<file path="config.mk">
export PLATFORM = sky130hd
export DESIGN_NAME = lpcp_div_cell
export DESIGN_NICKNAME = d
export VERILOG_FILES = /design/src/rtl/lpcp_pkg.sv /design/src/rtl/lpcp_div_cell.sv
export SDC_FILE = /design/constraint.sdc
export NUM_CORES = 1
export LEC_CHECK = 0
export BUFFER_PORTS_ARGS = -buffer_cell sky130_fd_sc_hd__buf_2
export CAP_MARGIN = 20
export CORE_AREA = 2 2 213 215
export DETAILED_ROUTE_END_ITERATION = 10
export DIE_AREA = 0 0 215 217
export GPL_TIMING_DRIVEN = 0
export PLACE_DENSITY = 0.57
export SLEW_MARGIN = 20
export SYNTH_ARGS = -nofsm -noshare
export SYNTH_HDL_FRONTEND = slang
export SYNTH_SLANG_ARGS = --single-unit
</file>
<file path="constraint.sdc">
create_clock -name clock -period 9.1 [get_ports clock]
set_input_delay 1.365 -clock clock [delete_from_list [all_inputs] [get_ports clock]]
set_output_delay 1.365 -clock clock [all_outputs]
set_load 0.02 [all_outputs]
</file>
<file path="src/rtl/lpcp_pkg.sv">
// lpcp_pkg: shared types, widths and constants for the lidar point projection unit
// no dependencies
package lpcp_pkg;

   localparam int MAX_IMAGE_DIM = 4096;
   localparam int DIM_W         = $clog2(MAX_IMAGE_DIM) + 1;
   localparam int PIX_W         = 12;
   localparam int COORD_W       = 24;
   localparam int CAM_W         = 43;   // camera frame coordinate, 2^-24 m
   localparam int SPLIT_W       = 21;   // low half of a camera coordinate
   localparam int PROD_W        = 39;   // 22 x 17 signed partial product
   localparam int NUM_W         = 60;   // projection numerator, signed
   localparam int DEN_W         = 46;   // 16 * depth
   localparam int DIV_CELLS     = DIM_W;   // quotient bits resolved in the chain
   localparam int XFORM_STAGES  = 2;
   localparam int PROJ_STAGES   = 3;
   localparam int LATENCY       = XFORM_STAGES + PROJ_STAGES + DIV_CELLS + 1;

   typedef enum logic [2:0] {
      REG_ROW_X   = 3'd0,
      REG_ROW_Y   = 3'd1,
      REG_ROW_Z   = 3'd2,
      REG_FOCAL   = 3'd3,
      REG_CENTER  = 3'd4,
      REG_WIDTH   = 3'd5,
      REG_HEIGHT  = 3'd6,
      REG_NONE    = 3'd7
   } reg_index_type;

   typedef struct packed {
      logic signed [COORD_W-1:0] point_x;
      logic signed [COORD_W-1:0] point_y;
      logic signed [COORD_W-1:0] point_z;
   } point_type;

   typedef struct packed {
      logic [PIX_W-1:0]          pixel_col;
      logic [PIX_W-1:0]          pixel_row;
      logic                      in_view;
      logic signed [COORD_W-1:0] orig_x;
      logic signed [COORD_W-1:0] orig_y;
      logic signed [COORD_W-1:0] orig_z;
   } result_type;

   typedef struct packed {
      logic                    valid;
      logic signed [CAM_W-1:0] cam_x;
      logic signed [CAM_W-1:0] cam_y;
      logic signed [CAM_W-1:0] cam_z;
      point_type               point;
   } xform_type;

   typedef struct packed {
      logic              valid;
      logic              pos;
      logic              neg_u;
      logic              neg_v;
      logic [NUM_W-1:0]  abs_u;
      logic [NUM_W-1:0]  abs_v;
      logic [DEN_W-1:0]  den;
      point_type         point;
   } proj_type;

   typedef struct packed {
      logic                 valid;
      logic                 pos;
      logic                 neg_u;
      logic                 neg_v;
      logic                 ovf_u;
      logic                 ovf_v;
      logic [NUM_W-1:0]     rem_u;
      logic [NUM_W-1:0]     rem_v;
      logic [DEN_W-1:0]     den;
      logic [DIV_CELLS-1:0] quo_u;
      logic [DIV_CELLS-1:0] quo_v;
      point_type            point;
   } div_type;

endpackage

</file>
<file path="src/rtl/lpcp_div_cell.sv">
// lpcp_div_cell: one restoring division step for both pixel axes, registered
// depends on lpcp_pkg
module lpcp_div_cell (
   input  logic               clock,
   input  logic               reset,
   input  lpcp_pkg::div_type  in_div,
   output lpcp_pkg::div_type  out_div
);
   lpcp_pkg::div_type         div_ff, div_in;
   logic [lpcp_pkg::NUM_W-1:0] den_sh, diff_u, diff_v;
   logic                      ge_u, ge_v;

   always_comb begin
      den_sh = lpcp_pkg::NUM_W'({in_div.den, (lpcp_pkg::DIV_CELLS - 1)'(0)});
      ge_u   = (in_div.rem_u >= den_sh);
      ge_v   = (in_div.rem_v >= den_sh);
      diff_u = ge_u ? in_div.rem_u - den_sh : in_div.rem_u;
      diff_v = ge_v ? in_div.rem_v - den_sh : in_div.rem_v;
      div_in       = in_div;
      div_in.rem_u = diff_u << 1;
      div_in.rem_v = diff_v << 1;
      div_in.quo_u = {in_div.quo_u[lpcp_pkg::DIV_CELLS-2:0], ge_u};
      div_in.quo_v = {in_div.quo_v[lpcp_pkg::DIV_CELLS-2:0], ge_v};
   end

   always_ff @(posedge clock) begin
      if (reset) begin
         div_ff.valid <= 1'b0;
      end else begin
         div_ff <= div_in;
      end
   end

   assign out_div = div_ff;
endmodule
</file>
==> out/metrics.cfg <==
[die]
core_region_area_mm2 = 0.04470
die_area_mm2 = 0.04666
die_h_um = 217
rows = 78
die_x_um = 215
ios = 542
start_util_pct = 32.54

[detailed_routing]
wl_um = 53440
dr_total_vias = 12470
drc = 0
routedWlPerCell_um = 21.71
drt_iter0_markers = 922
postRouteAntennaNets = 0
viasPerCell = 5.065
dr.pass1.iters = 5

[timing]
tns_ns = 0
max_slew_margin_pct = 47.34
period_share_pct = 55.30
drv_slew = 0
timing.fmax_mhz = 198.7
setup_viol = 0
tightest_slew_ns = 0.7898
finalHoldViolCount = 0
rsz0062_at_grt = false
fin_crit_ns = 5.032

[setup_path]
required_ns = 9.51
cpPeakStageDelay_ns = 0.56
worst-path-stages = 15
worstSetupPathType = in -> reg
path_buf_inv = 3
critPathTopFamily = compound AO/OA/AOI/OAI gates
start_kind = input pin
critPathCaptureType = flop
cp_max_fo = 10
critical_path_arrival_ns = 5.44
cp_slowest_cell = a211oi_1
cp_cell_sequence = buf_2 > ha_1 > fa_1 > nand2b_1 > a21o_1 > a211oi_1 > o21ai_1 > a21oi_2 > a311oi_2 > o21a_1 > o221ai_2 > buf_6 > buf_4 > nor2_1 > a21oi_1

[placed_design]
gp_congestion = 0.9057
io_buffers = 537
dpl.cell_count = 2406
dp.final_hpwl_um = 42950
dpl-instance-area_mm2 = 0.01805

[clocking]
ctsLongestPathBuffers = 3
postCtsHoldBufs = 0
cts_made_buffers = 31
cts-root-buf = clkbuf_16
cts_resized = 0
post-cts-setup-buffer-count = 0
clkTransAtPathRegs_ns = 0.06
cts.sinks = 268
cts_tree = done
h-tree-depth = 1

[synthesis]
synth_compound_area_share_pct = 15.97
synth_edf_count = 267
ys_types = 76
syn_area_mm2 = 0.01455
synthFlopType = edfxtp_1
synthMuxAreaShare_pct = 1.626
synth_seq_area_share_pct = 55.26
synth_top_area_share_pct = 55.12
synth_fa_ha_area_share_pct = 8.189
syn_avg_cell_area_um2 = 11.49
synthArstFlopShare_pct = 0
synth_top_area_cell = edfxtp_1
ys_top_cells_by_area = edfxtp_1 55%, ha_1 7.9%, a21oi_1 5.8%, xnor2_1 3.6%, nor2_1 2.9%
ys_warn_count = 0
synth_seq_cells = 268
synth_top_family_by_area = compound AO/OA/AOI/OAI gates
postSynthCellCount = 1266
synth-xor-area-share_pct = 5.298
synthSimpleGateAreaFrac_pct = 10.03

[finish]
fin_util_pct = 42.54
finalNetCount = 2205
num-fill-cells = 4416
drive_above_1_share_pct = 34.68
finalInstanceArea_mm2 = 0.01901
layoutNonFillerInstCount = 2461
area_growth_syn_to_layout_pct = 30.71
largest_reg_flops = 268

[global_routing]
antenna_found_initial = 7
grt_pass1_vias = 12120
grt_usage_pct = 21.86
grt_pass1_wl_um = 77250
grt_start_max_net_pins = 108
grt_overflow = 0

[power]
p_total_w = 0.003741
power_density_mw_per_mm2 = 196.8
power.leakage_nw = 8.269
ir_drop_mv = 0.1701

[job]
maxCapViolCount = 0

[worst_hold_path]
holdPathStages = 1
worstHoldPathType = in -> reg

[status]
status = completed

==> cell type report <==
type	instances	area, um^2	share of cell area [%]
Tap cell	600	750.7	3.948
Timing Repair Buffer	539	2743	14.42
Antenna cell	1	2.502	0.01316
Multi-Input combinational cell	876	5988	31.50
Inverter	75	289.0	1.520
Buffer	48	242.7	1.277
Sequential cell	268	8038	42.27
Clock inverter	16	157.7	0.8292
Clock buffer	38	802.0	4.218
==> cell usage after synthesis, types with 13 or more instances <==
library cell    n
a21o_1         41
a21oi_1       168
a31oi_1        13
buf_2          21
clkbuf_1       19
edfxtp_1      267
ha_1           92
inv_1          75
nand2_1        68
nand3_1        18
nand4_1        25
nor2_1        112
nor2b_1        14
nor3_1         13
o21ai_0        50
o21bai_1       18
xnor2_1        59
xor2_1         29
==> cell usage in the layout, fill, tap and decap left out, types with 6 or more instances in the layout <==
| master | netlist | final |
|---|---|---|
| nor2_1 | 112 | 112 |
| a21o_1 | 41 | 41 |
| clkbuf_1 | 19 | 26 |
| o21bai_1 | 18 | 18 |
| clkinv_1 | 0 | 6 |
| clkbuf_16 | 0 | 31 |
| xor2_1 | 29 | 29 |
| nor4_1 | 11 | 11 |
| edfxtp_1 | 267 | 267 |
| nand2_1 | 68 | 68 |
| nand4_1 | 25 | 25 |
| nor2b_1 | 14 | 14 |
| nand3_1 | 18 | 18 |
| mux2_2 | 10 | 10 |
| and3_1 | 7 | 7 |
| a31oi_1 | 13 | 13 |
| nor3_1 | 13 | 13 |
| ha_1 | 92 | 92 |
| a21oi_1 | 168 | 168 |
| nand2b_1 | 9 | 9 |
| mux2_1 | 11 | 11 |
| o211ai_1 | 10 | 10 |
| buf_2 | 21 | 558 |
| o21a_1 | 8 | 8 |
| inv_1 | 75 | 74 |
| xnor2_1 | 59 | 59 |
| and2_1 | 7 | 7 |
| o21ai_0 | 50 | 50 |
==> report_power, final <==
part / internal [W] / switching (W)
logic: 0.000346 / 0.000618
registers: 0.00153 / 0.0000374
clock network: 0.000704 / 0.000508
==> path summary, 6_finish.rpt <==
path,startpoint,endpoint
worst max-delay path,in_div[98],out_div[200]
worst min-delay path,in_div[47],out_div[47]
==> metrics by stage <==
stage                     worst slack (ns)  hold WS (ns)
after floorplan                      1.977         1.437
after global placement             -0.4441         1.541
after detailed placement             3.494         1.543
after CTS                            4.067        0.9203
after global routing                 3.869        0.9226
final                                4.068        0.9506
==> cell families after synthesis <==
group | after synthesis
buffers and inverters | 123
DFF | 268
adders and majority gates | 94
AOI/OAI and AO/OA | 365
muxes | 21
and+or+nand+nor | 306
xor gates and xnor gates | 88
other | 1
==> layer usage <==
metal / vias to the layer above / share of wire, % / track usage [%]
li1: 5871 / - / -
met1: 6013 / 43 / 28.81
met3: 84 / 6.9 / 4.612
met5: - / 0.10 / 0
met4: 8 / 2.3 / 5.287
met2: 489 / 47 / 36.85
(Power assumes the default switching activity.)
